`src/hw/rtl/euler_path_finder_top_defines.svh`:
```
// Assertion macros for the Euler path finder.
// Depends on i_clk and i_rst_n in the module that includes this file.
`ifndef EULER_PATH_FINDER_TOP_DEFINES_SVH
`define EULER_PATH_FINDER_TOP_DEFINES_SVH
// Same-cycle implication, held off during reset.
`define EPF_ASSERT_IMP(lbl, ante, cons) \
    lbl: assert property (@(posedge i_clk) disable iff (!i_rst_n) (ante) |-> (cons)) \
        else $error("epf: same-cycle check failed");
// Next-cycle implication, held off during reset.
`define EPF_ASSERT_NXT(lbl, ante, cons) \
    lbl: assert property (@(posedge i_clk) disable iff (!i_rst_n) (ante) |=> (cons)) \
        else $error("epf: next-cycle check failed");
`endif

```
`src/hw/rtl/epf_pkg.sv`:
```
// Constants, codes and address helper for the Euler path finder.
// No dependencies.
package epf_pkg;
    localparam int VW          = 4;
    localparam int MAX_VERTICES = 16;
    localparam int MAX_DEGREE  = 6;
    localparam int SLOTS       = MAX_DEGREE + 1;
    localparam int WALK_DEPTH  = (MAX_VERTICES * MAX_DEGREE) / 2 + 2;
    localparam int ADJ_DEPTH   = MAX_VERTICES * SLOTS;
    localparam int ADJ_AW      = $clog2(ADJ_DEPTH);
    localparam int STK_AW      = $clog2(WALK_DEPTH);
    localparam int CW          = $clog2(WALK_DEPTH + 1);
    localparam int DEG_W       = $clog2(MAX_DEGREE + 1);
    localparam int SW          = $clog2(SLOTS);
    localparam int NW          = $clog2(MAX_VERTICES + 1);

    localparam logic [1:0] ACT_ADD = 2'd0;
    localparam logic [1:0] ACT_RUN = 2'd1;
    localparam logic [1:0] ACT_CLR = 2'd2;

    localparam logic [2:0] ST_CYCLE = 3'd0;
    localparam logic [2:0] ST_PATH  = 3'd1;
    localparam logic [2:0] ST_ODD   = 3'd2;
    localparam logic [2:0] ST_DISC  = 3'd3;
    localparam logic [2:0] ST_OVF   = 3'd4;

    function automatic logic [ADJ_AW-1:0] adj_addr(input logic [VW-1:0] v,
                                                   input logic [SW-1:0] s);
        adj_addr = ADJ_AW'(v) * ADJ_AW'(SLOTS) + ADJ_AW'(s);
    endfunction
endpackage

```
`src/hw/rtl/epf_ram.sv`:
```
// Generic simple dual-port RAM with registered read.
// No dependencies.
module epf_ram #(
    parameter int WIDTH = 4,
    parameter int DEPTH = 16
) (
    input  logic                     i_clk,
    input  logic                     i_we,
    input  logic [$clog2(DEPTH)-1:0] i_waddr,
    input  logic [WIDTH-1:0]         i_wdata,
    input  logic [$clog2(DEPTH)-1:0] i_raddr,
    output logic [WIDTH-1:0]         o_rdata
);
    logic [WIDTH-1:0] mem [DEPTH];

    always_ff @(posedge i_clk) begin
        if (i_we) begin
            mem[i_waddr] <= i_wdata;
        end
        o_rdata <= mem[i_raddr];
    end
endmodule

```
`src/hw/rtl/euler_path_finder_top.sv`:
```
// Euler path finder: load and clear items are taken while idle and do not stall the input.
// A run walks the graph: per edge it reads the neighbour from the adjacency RAM (skipped
// for the temporary edge), range-checks it and scans the partner's slots one by one; each
// pop reads the new stack top. Each result passes the walk buffer RAM and output register.
// Synchronous active-low reset empties the graph, clears overflow, sets 16 vertices.
// Depends on epf_pkg, epf_ram and euler_path_finder_top_defines.svh.
`include "euler_path_finder_top_defines.svh"
module euler_path_finder_top (
    input  logic       i_clk,
    input  logic       i_rst_n,
    input  logic       i_cfg_wr_en,
    input  logic [4:0] i_cfg_wr_data,
    input  logic       i_valid,
    output logic       o_stall,
    input  logic [1:0] i_action,
    input  logic [3:0] i_vertex,
    input  logic [3:0] i_neighbor,
    output logic       o_valid,
    input  logic       i_stall,
    output logic [3:0] o_path_vertex,
    output logic [2:0] o_status,
    output logic       o_last
);
    localparam int VW = epf_pkg::VW;
    localparam int MV = epf_pkg::MAX_VERTICES;
    localparam int SL = epf_pkg::SLOTS;
    localparam int SW = epf_pkg::SW;
    localparam int CW = epf_pkg::CW;
    localparam int NW = epf_pkg::NW;
    localparam int AAW = epf_pkg::ADJ_AW;
    localparam int SAW = epf_pkg::STK_AW;
    localparam int DW = epf_pkg::DEG_W;

    // Controller states
    localparam logic [3:0] S_IDLE = 4'd0;
    localparam logic [3:0] S_TOP  = 4'd1;  // inspect stack top
    localparam logic [3:0] S_RDN  = 4'd2;  // neighbour read returns
    localparam logic [3:0] S_NXT  = 4'd3;  // range check on neighbour
    localparam logic [3:0] S_SRD  = 4'd4;  // read partner slot
    localparam logic [3:0] S_SCK  = 4'd5;  // check partner slot
    localparam logic [3:0] S_POP  = 4'd6;  // new stack top returns
    localparam logic [3:0] S_FIN  = 4'd7;  // leftover and cut checks
    localparam logic [3:0] S_ERD  = 4'd8;  // read walk buffer
    localparam logic [3:0] S_EWT  = 4'd9;  // load output register
    localparam logic [3:0] S_OUT  = 4'd10; // wait for the item to be taken

    logic [3:0]                r_state, n_state;
    logic [NW-1:0]             r_vcount, n_vcount;
    logic                      r_ovf, n_ovf;
    logic [DW-1:0]             r_deg [MV];
    logic [DW-1:0]             n_deg [MV];
    logic [MV-1:0][SL-1:0]     r_live, n_live;
    logic                      r_path, n_path;
    logic [VW-1:0]             r_v1, n_v1, r_v2, n_v2;
    logic [SW-1:0]             r_s1, n_s1, r_s2, n_s2;
    logic [VW-1:0]             r_cur, n_cur, r_nxt, n_nxt;
    logic                      r_temp, n_temp;
    logic [SW-1:0]             r_t, n_t;
    logic [CW-1:0]             r_sp, n_sp, r_len, n_len, r_cut, n_cut, r_tdepth, n_tdepth;
    logic                      r_pending, n_pending;
    logic [SAW-1:0]            r_idx, n_idx;
    logic                      r_phase, n_phase;
    logic                      r_o_valid, n_o_valid;
    logic [VW-1:0]             r_o_vertex, n_o_vertex;
    logic [2:0]                r_o_status, n_o_status;
    logic                      r_o_last, n_o_last;

    // RAM ports
    logic            adj_we;
    logic [AAW-1:0]  adj_waddr, adj_raddr;
    logic [VW-1:0]   adj_wdata, adj_rdata;
    logic            stk_we;
    logic [SAW-1:0]  stk_waddr, stk_raddr;
    logic [VW-1:0]   stk_wdata, stk_rdata;
    logic            buf_we;
    logic [SAW-1:0]  buf_waddr, buf_raddr;
    logic [VW-1:0]   buf_wdata, buf_rdata;

    epf_ram #(.WIDTH(VW), .DEPTH(epf_pkg::ADJ_DEPTH)) u_adj (
        .i_clk(i_clk), .i_we(adj_we), .i_waddr(adj_waddr), .i_wdata(adj_wdata),
        .i_raddr(adj_raddr), .o_rdata(adj_rdata)
    );
    epf_ram #(.WIDTH(VW), .DEPTH(epf_pkg::WALK_DEPTH)) u_stack (
        .i_clk(i_clk), .i_we(stk_we), .i_waddr(stk_waddr), .i_wdata(stk_wdata),
        .i_raddr(stk_raddr), .o_rdata(stk_rdata)
    );
    epf_ram #(.WIDTH(VW), .DEPTH(epf_pkg::WALK_DEPTH)) u_buf (
        .i_clk(i_clk), .i_we(buf_we), .i_waddr(buf_waddr), .i_wdata(buf_wdata),
        .i_raddr(buf_raddr), .o_rdata(buf_rdata)
    );

    logic            in_acc;
    logic [NW-1:0]   n_act;
    logic [MV-1:0]   odd_bits, odd_rest;
    logic [NW-1:0]   odd_cnt;
    logic [VW-1:0]   odd_v1, odd_v2;
    logic            run_path;
    logic [MV-1:0][SL-1:0] live_init;
    logic [SW-1:0]   top_s;
    logic            top_mark, chk_mark;
    logic [VW-1:0]   chk_nb;
    logic            e_last;
    logic            do_err;
    logic [2:0]      err_code;

    assign in_acc  = i_valid && !o_stall;
    assign o_stall = (r_state != S_IDLE);
    assign o_valid = r_o_valid;
    assign o_path_vertex = r_o_vertex;
    assign o_status = r_o_status;
    assign o_last = r_o_last;

    // Active vertex count: clamp to 1..MAX_VERTICES
    always_comb begin
        if (r_vcount > NW'(MV)) begin
            n_act = NW'(MV);
        end else if (r_vcount == '0) begin
            n_act = NW'(1);
        end else begin
            n_act = r_vcount;
        end
    end

    // Odd-degree vertices and the start-of-run live map
    always_comb begin
        odd_v1 = '0;
        odd_v2 = '0;
        for (int v = 0; v < MV; v++) begin
            odd_bits[v] = r_deg[v][0] && (NW'(v) < n_act);
        end
        odd_cnt = NW'($countones(odd_bits));
        for (int v = MV - 1; v >= 0; v--) begin
            if (odd_bits[v]) odd_v1 = VW'(v);
        end
        odd_rest = odd_bits;
        odd_rest[odd_v1] = 1'b0;
        for (int v = MV - 1; v >= 0; v--) begin
            if (odd_rest[v]) odd_v2 = VW'(v);
        end
        run_path = (odd_cnt == NW'(2));
        for (int v = 0; v < MV; v++) begin
            for (int s = 0; s < SL; s++) begin
                live_init[v][s] = ((NW'(v) < n_act) && (DW'(s) < r_deg[v])) ||
                    (run_path && ((VW'(v) == odd_v1 && DW'(s) == r_deg[odd_v1]) ||
                                  (VW'(v) == odd_v2 && DW'(s) == r_deg[odd_v2])));
            end
        end
    end

    // Highest live slot of the stack top, temporary-edge marks and the last-result flag
    always_comb begin
        top_s = '0;
        for (int s = 0; s < SL; s++) begin
            if (r_live[r_cur][s]) top_s = SW'(s);
        end
        top_mark = r_path && ((r_cur == r_v1 && top_s == r_s1) ||
                              (r_cur == r_v2 && top_s == r_s2));
        chk_mark = r_path && ((r_nxt == r_v1 && r_t == r_s1) ||
                              (r_nxt == r_v2 && r_t == r_s2));
        chk_nb = chk_mark ? ((r_nxt == r_v1) ? r_v2 : r_v1) : adj_rdata;
        if (r_path && !r_phase) begin
            e_last = (CW'(r_idx) == r_len - CW'(1)) && (r_cut == '0);
        end else if (r_path) begin
            e_last = (CW'(r_idx) == r_cut);
        end else begin
            e_last = (CW'(r_idx) == r_len - CW'(1));
        end
    end

    always_comb begin
        n_state = r_state;   n_vcount = r_vcount; n_ovf = r_ovf;
        n_deg = r_deg;       n_live = r_live;     n_path = r_path;
        n_v1 = r_v1;         n_v2 = r_v2;         n_s1 = r_s1;     n_s2 = r_s2;
        n_cur = r_cur;       n_nxt = r_nxt;       n_temp = r_temp; n_t = r_t;
        n_sp = r_sp;         n_len = r_len;       n_cut = r_cut;   n_tdepth = r_tdepth;
        n_pending = r_pending; n_idx = r_idx;     n_phase = r_phase;
        n_o_valid = r_o_valid; n_o_vertex = r_o_vertex;
        n_o_status = r_o_status; n_o_last = r_o_last;
        adj_we = 1'b0;
        adj_waddr = epf_pkg::adj_addr(i_vertex, SW'(r_deg[i_vertex]));
        adj_wdata = i_neighbor;
        adj_raddr = epf_pkg::adj_addr(r_nxt, r_t);
        stk_we = 1'b0;
        stk_waddr = r_sp[SAW-1:0];
        stk_wdata = r_nxt;
        stk_raddr = SAW'(r_sp - CW'(2));
        buf_we = 1'b0;
        buf_waddr = r_len[SAW-1:0];
        buf_wdata = r_cur;
        buf_raddr = r_idx;
        do_err = 1'b0;
        err_code = epf_pkg::ST_DISC;

        if (i_cfg_wr_en) n_vcount = i_cfg_wr_data;

        case (r_state)
            S_IDLE: begin
                if (in_acc) begin
                    case (i_action)
                        epf_pkg::ACT_ADD: begin
                            if (NW'(i_vertex) < n_act && NW'(i_neighbor) < n_act) begin
                                if (r_deg[i_vertex] >= DW'(epf_pkg::MAX_DEGREE)) begin
                                    n_ovf = 1'b1;
                                end else begin
                                    adj_we = 1'b1;
                                    n_deg[i_vertex] = r_deg[i_vertex] + DW'(1);
                                end
                            end
                        end
                        epf_pkg::ACT_CLR: begin
                            for (int v = 0; v < MV; v++) n_deg[v] = '0;
                            n_ovf = 1'b0;
                        end
                        epf_pkg::ACT_RUN: begin
                            if (r_ovf) begin
                                do_err = 1'b1;
                                err_code = epf_pkg::ST_OVF;
                            end else if (odd_cnt != '0 && !run_path) begin
                                do_err = 1'b1;
                                err_code = epf_pkg::ST_ODD;
                            end else begin
                                n_path = run_path;
                                n_v1 = odd_v1;
                                n_v2 = odd_v2;
                                n_s1 = SW'(r_deg[odd_v1]);
                                n_s2 = SW'(r_deg[odd_v2]);
                                n_live = live_init;
                                stk_we = 1'b1;
                                stk_waddr = '0;
                                stk_wdata = run_path ? odd_v1 : '0;
                                n_cur = run_path ? odd_v1 : '0;
                                n_sp = CW'(1);
                                n_len = '0;
                                n_cut = '0;
                                n_tdepth = '0;
                                n_pending = 1'b0;
                                n_state = S_TOP;
                            end
                        end
                        default: ;
                    endcase
                end
            end
            S_TOP: begin
                if (|r_live[r_cur]) begin
                    // Take the highest live edge out of the current vertex
                    n_live[r_cur][top_s] = 1'b0;
                    n_temp = top_mark;
                    if (top_mark) begin
                        n_nxt = (r_cur == r_v1) ? r_v2 : r_v1;
                        n_state = S_NXT;
                    end else begin
                        adj_raddr = epf_pkg::adj_addr(r_cur, top_s);
                        n_state = S_RDN;
                    end
                end else begin
                    // Dead end: pop the vertex into the walk buffer
                    if (r_pending && r_sp == r_tdepth) begin
                        n_cut = r_len;
                        n_pending = 1'b0;
                    end
                    if (r_len >= CW'(epf_pkg::WALK_DEPTH)) begin
                        do_err = 1'b1;
                    end else begin
                        buf_we = 1'b1;
                        n_len = r_len + CW'(1);
                        n_sp = r_sp - CW'(1);
                        n_state = (r_sp == CW'(1)) ? S_FIN : S_POP;
                    end
                end
            end
            S_RDN: begin
                n_nxt = adj_rdata;
                n_state = S_NXT;
            end
            S_NXT: begin
                if (NW'(r_nxt) >= n_act) begin
                    do_err = 1'b1;
                end else begin
                    n_t = '0;
                    n_state = S_SRD;
                end
            end
            S_SRD: begin
                n_state = S_SCK;
            end
            S_SCK: begin
                if (r_live[r_nxt][r_t] && chk_nb == r_cur && chk_mark == r_temp) begin
                    n_live[r_nxt][r_t] = 1'b0;
                    if (r_sp >= CW'(epf_pkg::WALK_DEPTH)) begin
                        do_err = 1'b1;
                    end else begin
                        stk_we = 1'b1;
                        n_sp = r_sp + CW'(1);
                        n_cur = r_nxt;
                        if (r_temp) begin
                            n_pending = 1'b1;
                            n_tdepth = r_sp + CW'(1);
                        end
                        n_state = S_TOP;
                    end
                end else if (r_t == SW'(SL - 1)) begin
                    do_err = 1'b1;
                end else begin
                    n_t = r_t + SW'(1);
                    n_state = S_SRD;
                end
            end
            S_POP: begin
                n_cur = stk_rdata;
                n_state = S_TOP;
            end
            S_FIN: begin
                n_phase = 1'b0;
                if (|r_live) begin
                    do_err = 1'b1;
                end else if (r_path) begin
                    if (r_pending || r_cut + CW'(1) >= r_len) begin
                        do_err = 1'b1;
                    end else begin
                        n_idx = SAW'(r_cut + CW'(1));
                        n_state = S_ERD;
                    end
                end else begin
                    n_idx = '0;
                    n_state = S_ERD;
                end
            end
            S_ERD: begin
                n_state = S_EWT;
            end
            S_EWT: begin
                n_o_vertex = buf_rdata;
                n_o_status = r_path ? epf_pkg::ST_PATH : epf_pkg::ST_CYCLE;
                n_o_last = e_last;
                n_o_valid = 1'b1;
                n_state = S_OUT;
            end
            S_OUT: begin
                if (!i_stall) begin
                    n_o_valid = 1'b0;
                    if (r_o_last) begin
                        n_state = S_IDLE;
                    end else begin
                        // Advance; a path wraps to index one after the tail
                        if (r_path && !r_phase && CW'(r_idx) == r_len - CW'(1)) begin
                            n_phase = 1'b1;
                            n_idx = SAW'(1);
                        end else begin
                            n_idx = r_idx + SAW'(1);
                        end
                        n_state = S_ERD;
                    end
                end
            end
            default: n_state = S_IDLE;
        endcase

        if (do_err) begin
            n_o_vertex = '0;
            n_o_status = err_code;
            n_o_last = 1'b1;
            n_o_valid = 1'b1;
            n_state = S_OUT;
        end
    end

    always_ff @(posedge i_clk) begin
        if (!i_rst_n) begin
            r_state <= S_IDLE;
            r_vcount <= NW'(MV);
            r_ovf <= 1'b0;
            for (int v = 0; v < MV; v++) r_deg[v] <= '0;
            r_o_valid <= 1'b0;
            r_pending <= 1'b0;
            r_sp <= '0;
            r_len <= '0;
        end else begin
            r_state <= n_state;
            r_vcount <= n_vcount;
            r_ovf <= n_ovf;
            r_deg <= n_deg;
            r_o_valid <= n_o_valid;
            r_pending <= n_pending;
            r_sp <= n_sp;
            r_len <= n_len;
        end
        r_live <= n_live;   r_path <= n_path;
        r_v1 <= n_v1;       r_v2 <= n_v2;     r_s1 <= n_s1;   r_s2 <= n_s2;
        r_cur <= n_cur;     r_nxt <= n_nxt;   r_temp <= n_temp; r_t <= n_t;
        r_cut <= n_cut;     r_tdepth <= n_tdepth;
        r_idx <= n_idx;     r_phase <= n_phase;
        r_o_vertex <= n_o_vertex; r_o_status <= n_o_status; r_o_last <= n_o_last;
    end

    `EPF_ASSERT_IMP(a_idle_no_result, !o_stall, !r_o_valid)
    `EPF_ASSERT_IMP(a_sp_bound, 1'b1, r_sp <= CW'(epf_pkg::WALK_DEPTH))
    `EPF_ASSERT_IMP(a_len_bound, 1'b1, r_len <= CW'(epf_pkg::WALK_DEPTH))
    `EPF_ASSERT_NXT(a_last_to_idle, r_o_valid && !i_stall && r_o_last, r_state == S_IDLE)
endmodule
```
`config.mk`:
```
export PLATFORM = sky130hd
export DESIGN_NAME = euler_path_finder_top
export DESIGN_NICKNAME = d
export VERILOG_FILES = /design/src/hw/rtl/epf_pkg.sv /design/src/hw/rtl/epf_ram.sv /design/src/hw/rtl/euler_path_finder_top.sv
export VERILOG_INCLUDE_DIRS = /design/src /design/src/hw/rtl
export SDC_FILE = /design/constraint.sdc
export NUM_CORES = 2
export LEC_CHECK = 0
export BUFFER_PORTS_ARGS = -buffer_cell sky130_fd_sc_hd__buf_4
export CAP_MARGIN = 40
export CORE_ASPECT_RATIO = 1.25
export CORE_MARGIN = 4
export CORE_UTILIZATION = 35
export DETAILED_ROUTE_END_ITERATION = 8
export PLACE_DENSITY = 0.5
export SYNTH_ARGS = -nofsm -noshare
export SYNTH_HDL_FRONTEND = slang
export SYNTH_SLANG_ARGS = --single-unit
```
`constraint.sdc`:
```
create_clock -name i_clk -period 12.69 [get_ports i_clk]
set_input_delay 1.269 -clock i_clk [delete_from_list [all_inputs] [get_ports i_clk]]
set_output_delay 1.269 -clock i_clk [all_outputs]
set_load 0.005 [all_outputs]
```
# --- Word-level counts from Yosys, hierarchy flattened ---
# Memories as Yosys holds them, arrays and structs flattened. A register that Yosys moved wholly into a read port is not among the register bits.
# Cells that the tools add are included.
word_totals:
  reg_bits: 238
  mem_bits_rw: 848
  output_inout_bits: 10
  n_memories: 3
mem_list:
  columns: ["memory", "depth", "width", "rd", "rd_ports_with_merged_regs", "write_ports", "line", "rtl"]
  rows:
  - ["u_adj.mem", 112, 4, 1, 1, 1, "epf_ram.sv:14", "logic [WIDTH-1:0] mem [DEPTH];"]
  - ["u_buf.mem", 50, 4, 1, 1, 1, "epf_ram.sv:14", null]
  - ["u_stack.mem", 50, 4, 1, 1, 1, "epf_ram.sv:14", null]
op_classes:
  addsub: 27
  n_mul: 3
  magnitude_cmp: 150
  n_eq_ne: 107
  mux: 223
  n_bitwise: 12
  n_reduce_logical: 756
op_table:
  columns: ["op", "n"]
  rows:
  - ["112-bit 2-to-1 mux", 6]
  - ["1-bit logical AND", 485]
  - ["112-bit case mux with 3 select lines", 1]
  - ["4-bit 2-to-1 mux", 65]
  - ["1-bit logical OR", 227]
  - ["112-bit bitwise AND", 2]
  - ["112-bit inverter", 2]
  - ["6-bit 2-to-1 mux", 30]
  - ["3-bit less-than comparator (first input constant)", 48]
  - ["112-bit OR reduction", 1]
  - ["1-bit by 3-bit less-than comparator with 1-bit output (first input constant)", 32]
  - ["2-bit by 3-bit less-than comparator with 1-bit output (first input constant)", 32]
  - ["48-bit 2-to-1 mux", 2]
  - ["48-bit case mux with 2 select lines", 1]
  - ["4-bit equality test (first input constant)", 16]
  - ["3-bit 2-to-1 mux", 21]
  - ["1-bit 2-to-1 mux", 60]
  - ["7-bit binary-select mux with 4-bit select", 2]
  - ["7-bit demux with 4-bit select", 2]
  - ["7-bit 2-to-1 mux", 7]
  - ["48-bit bitwise mux", 1]
  - ["6-bit case mux with 2 select lines", 4]
  - ["4-bit case mux with 11 select lines", 1]
  - ["2-bit != test (second input constant)", 21]
  - ["other kinds (87)", 209]

# --- Longest topological paths before layout ---
depth:
  depth_word: 57
  ltp_mapped: 27

# --- Cells and area by module ---
# Synthesis repeated with hierarchy kept, for this count alone.
hier_totals:
  hier_cells: 4234
  area_unflattened_um2: 55311.8
modules_own_cells:
  columns: ["module", "n_inst", "cells_per_inst", "area_per_inst_um2"]
  rows:
  - ["euler_path_finder_top", 1, 2331, 20688.6]
  - ["epf_ram (u_adj)", 1, 929, 18167.4]
  - ["epf_ram (u_buf ...)", 2, 487, 8227.9]

# --- Worst setup path after synthesis ---
# No wires, ideal clock.
synth_timing:
  path_kind: "flip-flop to flip-flop"
  from: "reg r_vcount[2]"
  to: "reg r_live[0] (netlist name) (enable)"
  arrival_time_ps: 7528
  slack_ps: 4677
  path_stages_with_launch: 21
  path_buffers: 2
  synth_period_minus_slack_ps: 8013
  cell_sequence: "dfxtp_1 > buf_4 > buf_2 > or2_2 > a21o_1 > and2_1 > inv_1 > fa_1 > inv_1 > fa_1 > fa_1 > inv_1 > fa_1 > inv_1 > ha_1 > fa_1 > o21a_1 > nor4_1 > nor2b_1 > a21o_1 > and3_1"
synth_between:
  elab_chain_len: 14
  word_cells_on_any_way: 57
  classes_between: "add/sub (15); order compare (17); eq/ne (2); mux (2); reduce/logical (21)"
synth_lines:
  columns: ["item", "line", "rtl"]
  rows:
  - ["from (decl)", "euler_path_finder_top.sv:48", "logic [NW-1:0] r_vcount, n_vcount;"]
  - ["from (signal assigned)", "euler_path_finder_top.sv:371", "r_vcount <= NW'(MV);"]
  - ["from (signal assigned)", "euler_path_finder_top.sv:380", "r_vcount <= n_vcount;"]
  - ["branches (longest 2 deep; another with 5-bit greater-than comparator)", null, null]
  - ["5-bit 2-to-1 mux (*)", "euler_path_finder_top.sv:115", "if (r_vcount > NW'(MV)) begin"]
  - ["1-bit by 5-bit less-than comparator with 1-bit output, or another cell as far along", "euler_path_finder_top.sv:129", "odd_bits[v] = r_deg[v][0] && (NW'(v) < n_act);"]
  - ["1-bit logical AND", "euler_path_finder_top.sv:129", null]
  - ["1-bit by 1-bit adder with 2-bit output (not written as such)", "euler_path_finder_top.sv:131", "odd_cnt = NW'($countones(odd_bits));"]
  - ["2-bit by 2-bit adder with 3-bit output (not written as such)", "euler_path_finder_top.sv:131", null]
  - ["3-bit by 3-bit adder with 4-bit output (not written as such)", "euler_path_finder_top.sv:131", null]
  - ["4-bit by 4-bit adder with 5-bit output (not written as such) (*)", "euler_path_finder_top.sv:131", null]
  - ["5-bit by 2-bit equality test with 1-bit output", "euler_path_finder_top.sv:140", "run_path = (odd_cnt == NW'(2));"]
  - ["1-bit zero test", "euler_path_finder_top.sv:218", "end else if (odd_cnt != '0 && !run_path) begin"]
  - ["1-bit logical AND (*)", "euler_path_finder_top.sv:218", null]
  - ["2-bit != test (no line) (*)", null, null]
  - ["7-bit AND reduction (no line) (*)", null, null]
  - ["to (signal assigned)", "euler_path_finder_top.sv:388", "r_live <= n_live; r_path <= n_path;"]
  - ["to (decl)", "euler_path_finder_top.sv:52", "logic [MV-1:0][SL-1:0] r_live, n_live;"]
# Mark *: on every way between the ends.
# A chain may end at the register's enable or synchronous reset.

# --- Final worst setup path ---
layout_timing:
  from: "reg r_vcount[2]"
  to: "mem u_stack.mem[35][1], data pin"
layout_between:
  elab_chain_len: 27
  word_cells_on_any_way: 77
  classes_between: "add/sub (15); order compare (17); eq/ne (1); mux (24); reduce/logical (20)"
layout_lines:
  columns: ["item", "line", "rtl"]
  rows:
  - ["branches (longest 2 deep; another with 5-bit greater-than comparator)", null, null]
  - ["5-bit 2-to-1 mux (*)", "euler_path_finder_top.sv:115", null]
  - ["4-bit by 5-bit less-than comparator with 1-bit output", "euler_path_finder_top.sv:129", null]
  - ["1-bit logical AND", "euler_path_finder_top.sv:129", null]
  - ["4-bit 2-to-1 mux (16 in series)", "euler_path_finder_top.sv:133", "if (odd_bits[v]) odd_v1 = VW'(v);"]
  - ["4-bit 2-to-1 mux", "euler_path_finder_top.sv:230", "stk_wdata = run_path ? odd_v1 : '0;"]
  - ["4-bit 2-to-1 mux (*)", "euler_path_finder_top.sv:218", null]
  - ["4-bit 2-to-1 mux (*)", "euler_path_finder_top.sv:215", "if (r_ovf) begin"]
  - ["4-bit 2-to-1 mux (*)", "euler_path_finder_top.sv:199", "case (i_action)"]
  - ["4-bit 2-to-1 mux (*)", "euler_path_finder_top.sv:198", "if (in_acc) begin"]
  - ["4-bit 2-to-1 mux (*)", "euler_path_finder_top.sv:196", "case (r_state)"]
  - ["named net stk_wdata[1]", "euler_path_finder_top.sv:74", "logic [VW-1:0] stk_wdata, stk_rdata;"]
  - ["to (decl)", "epf_ram.sv:14", null]
# Mark *: on every way through the listed nets, which the timed path passes.

==> summary.txt <==
Outcome
  – Outcome: finished clean

Logic synthesis
  – Distinct cells, synth: 103
  – Post-synth EDFFs: 1,009
  – Cell Area, Synth: 55,400 um2
  – Syn Inst Count: 4,396
  – Main flop type after synthesis: edfxtp_1
  – Synth Area in Simple Gates: 11.6%
  – Sequential area share after synthesis: 58.0%
  – Synth Area in XOR/XNOR: 1.30%
  – Post-Synth Adder-Cell Area: 3.01%
  – Asr flop ratio synth: 0%
  – Synthesized Nets: 4,534
  – Mux contribution to synthesized area: 10.9%
  – Largest family of logic cells by synthesized area: compound AO/OA/AOI/OAI gates
  – Yosys warns: 0
  – Compound-gate portion of the synthesized area: 12.3%
  – Mean Syn Cell Area: 12.6 um2
  – Yosys reg bits: 1,098

Setup path
  – Cells along the critical path: and2_1, a21oi_1, nor2b_1, fa_1, fa_1, fa_1, inv_1, fa_1, inv_1, ha_1, fa_1, o21a_1, nor4_1, nor2b_1, nand2_1, inv_1, buf_16, nand2_1, o22ai_4, buf_4
  – Worst Path Arrival: 8.45 ns
  – R2r setup slk: 4.69 ns
  – Slowest stage delay, CP: 0.93 ns
  – Crit-path max FO: 50
  – Crit-path most repeated cell: fa_1
  – Slowest stage cell on the critical path: dfxtp_1
  – CP bufs+invs: 5
  – Worst Path Required: 13.14 ns
  – Worst Setup End Kind: register
  – Startpoint types: register
  – Delay-heaviest family, CP: adder cells
  – RR Startpoint: r_vcount[2]
  – RR Endpoint: u_stack.mem[35][1]
  – R2R cell count: 20
  – Crit path kind: register to register

Clocking
  – Worst-path clk slew: 0.06 ns
  – Setup bufs post-CTS: 0
  – Clock sinks: 1,098
  – CTS Buf Count: 114
  – H-tree lvl count: 3
  – Clock Latency Late Sink: 0.77 ns
  – CTS tree: yes
  – CTS Root Cell: clkbuf_16
  – CTS resizes: 0
  – Post-CTS Hold Buffers: 0
  – Clk buf depth: 3

STA
  – Setup violations, final: 0
  – Unrepaired setup endpoints after global routing: no
  – Setup ws final: 4.69 ns
  – Slew Limit Fails: 0
  – Least-Margin Pin Slew: 0.967 ns
  – Max frequency: 125 MHz
  – Hold Violations, Final: 0
  – Slew HR: 35.4%
  – Final Cycle Share: 63.0%
  – Fin crit period: 8.00 ns
  – Skew final: 0.0598 ns
  – Final TNS setup: 0 ns

Run
  – Max-Cap Viols: 0

Hold path
  – Hold_sp: u_buf.o_rdata[0]
  – Worst Hold Depth: 2
  – Hold crit path type: register to register
  – Worst Hold Path EP: o_path_vertex[0]

Power
  – Max VDD drop: 0.527 mV
  – Leak pwr: 20.1 nW
  – Pwr/cell area: 301 nW/um2
  – Total power: 18.6 mW

Layout
  – Synth-to-Final Area Change: 11.9%
  – Post-route insts no fill: 6,534
  – Utilization after layout: 39.6%
  – Share of layout cells above drive strength 1: 14.1%
  – Fin nets: 4,513

Floorplanning
  – Initial Utilization: 35.4%
  – Die Y: 453 um
  – Total core area: 156,000 um2
  – # IOs: 30
  – Die W: 364 um
  – # rows: 162
  – Die area: 165,000 um2

GRT
  – Initial antenna violation count: 16
  – Overflow after GRT: 0
  – First-pass GRT wire length: 285 mm
  – Total GRT Usage: 23.7%
  – Vias in the first global route: 39.4k
  – Pin count of the biggest net entering global routing: 77

Routing
  – DRT antenna net count: 0
  – Initial DRC Count: 4,220
  – DRC: 0
  – DR vias: 39.7k
  – Avg WL per Cell: 30.4 um
  – Final WL: 198 mm
  – First-pass DRT Iterations: 5
  – Vias per cell: 6.07

Place
  – Dpl cells: 6,307
  – Port bufs: 29
  – Placer Congestion: 1.00
  – Place WS: 4.83 ns
  – Post-DP HPWL: 139 mm
[cells in the final DEF (no fill, tap or decap), drive strengths merged, types with 17 or more instances in the layout]
cell and count:
nand4 49, clkinv 50, o211a 18, o211ai 95, mux2 23, xor2 32, fa 25, dfxtp 89
a31oi 39, nor4 58, o22ai 23, nand3 181, o221ai 64, mux4 218, nor2b 21, o21ai 244
nor3 44, and3 74, and2 44, a21o 19, a211oi 72, nor2 491, edfxtp 1009, clkbuf 145
mux2i 88, a21oi 132, ha 93, a32oi 17, a22oi 66, xnor2 50, buf 142, inv 123
o31ai 28, nand2 365
[metal layers]
| layer | wire length (um) | vias to the layer above | track usage (%) |
|---|---|---|---|
| met5 | 44 | - | 0 |
| met2 | 96400 | 1866 | 39.8 |
| met4 | 11700 | 6 | 12.4 |
| li1 | - | 17100 | - |
| met1 | 76200 | 20200 | 29.3 |
| met3 | 14100 | 528 | 4.26 |
[registers in the layout, indices dropped and copies added (netlist names), 4 cells and up]
| name | count |
|---|---|
| r_vcount | 5 |
| buf_raddr | 6 |
| r_tdepth | 6 |
| r_cut | 6 |
| r_v1 | 4 |
| r_v2 | 4 |
| u_buf.mem | 200 |
| r_state | 4 |
| r_sp | 6 |
| u_stack.mem | 200 |
| r_deg | 48 |
| u_adj.mem | 448 |
| r_nxt | 4 |
| r_live | 112 |
| u_buf.o_rdata | 4 |
| u_stack.o_rdata | 4 |
| buf_waddr | 6 |
| u_adj.o_rdata | 4 |
| buf_wdata | 4 |
| o_path_vertex | 4 |
[layout make-up]
type / instances / area [um2]
well taps: 2050 / 2560
multi-input cells: 2896 / 21800
inverters: 120 / 450
clock inverters: 70 / 743
clock buffers: 145 / 3030
diodes: 10 / 25.0
flip-flops and latches: 1098 / 32100
fillers: 14900 / 94600
repair buffers: 145 / 1240
[worst max-delay path by stage]
stage                     slack [ns]  depth (start not counted)                  to   startpoint
after floorplan                 4.68                         20           r_live[0]  r_vcount[2]
after global placement          4.42                         21  u_stack.mem[44][3]  r_vcount[2]
after detailed placement        4.83                         20  u_stack.mem[37][3]  r_vcount[2]
after CTS                       4.72                         20  u_stack.mem[38][1]  r_vcount[2]
after global routing            4.35                         20  u_stack.mem[27][1]  r_vcount[2]
final                           4.69                         20  u_stack.mem[35][1]  r_vcount[2]
[cell families after synthesis]
logic type	count (synthesis)
AO/OA/AOI/OAI	976
XOR/XNOR	82
adder cells (fa/ha/maj)	118
buffers and inverters	402
flip-flops	1098
multiplexers	329
AND/OR/NAND/NOR	1391
[synth_stat cells, types with 39 or more instances]
cell      instances  area (um2)
edfxtp_1       1009       30300
nor2_1          488        1830
nand2_1         364        1370
o21ai_0         220        1100
mux4_2          218        4910
clkbuf_1        193         724
nand3_1         179         896
a21oi_1         131         656
inv_1           110         413
o211ai_1         95         713
ha_1             93        1160
dfxtp_1          89        1780
mux2i_1          88         881
and3_1           74         463
a211oi_1         70         526
a22oi_1          65         488
o221ai_1         62         543
nor4_1           55         344
xnor2_1          50         438
nand4_1          48         300
nor3_1           44         220
and2_1           43         269
buf_2            42         210
a31oi_1          39         244
[metrics by stage]
step | hold slack (ns) | area, um2
global placement | 0.462 | 57700
detailed placement | 0.455 | 58100
floorplan | 0.437 | 55400
global route | 0.536 | 61900
finish | 0.488 | 61900
CTS | 0.485 | 61900
[report_power, final]
part           switching [mW]  total (mW)  internal, mW  leakage (nW)
Sequential              0.562        5.12          4.56          9.93
Combinational            6.68        10.1          3.42          8.36
Clock                    1.49        3.41          1.93          1.84
[worst register-to-register path, stage by stage (launching register included)]
cell and delay (ns):
dfxtp_1 0.93, and2_1 0.31, a21oi_1 0.12, nor2b_1 0.41
fa_1 0.51, fa_1 0.52, fa_1 0.52, inv_1 0.06
fa_1 0.54, inv_1 0.04, ha_1 0.22, fa_1 0.38
o21a_1 0.19, nor4_1 0.32, nor2b_1 0.62, nand2_1 0.36
inv_1 0.40, buf_16 0.23, nand2_1 0.25, o22ai_4 0.18
buf_4 0.49
No activity file was read; power rests on OpenSTA's default activity.
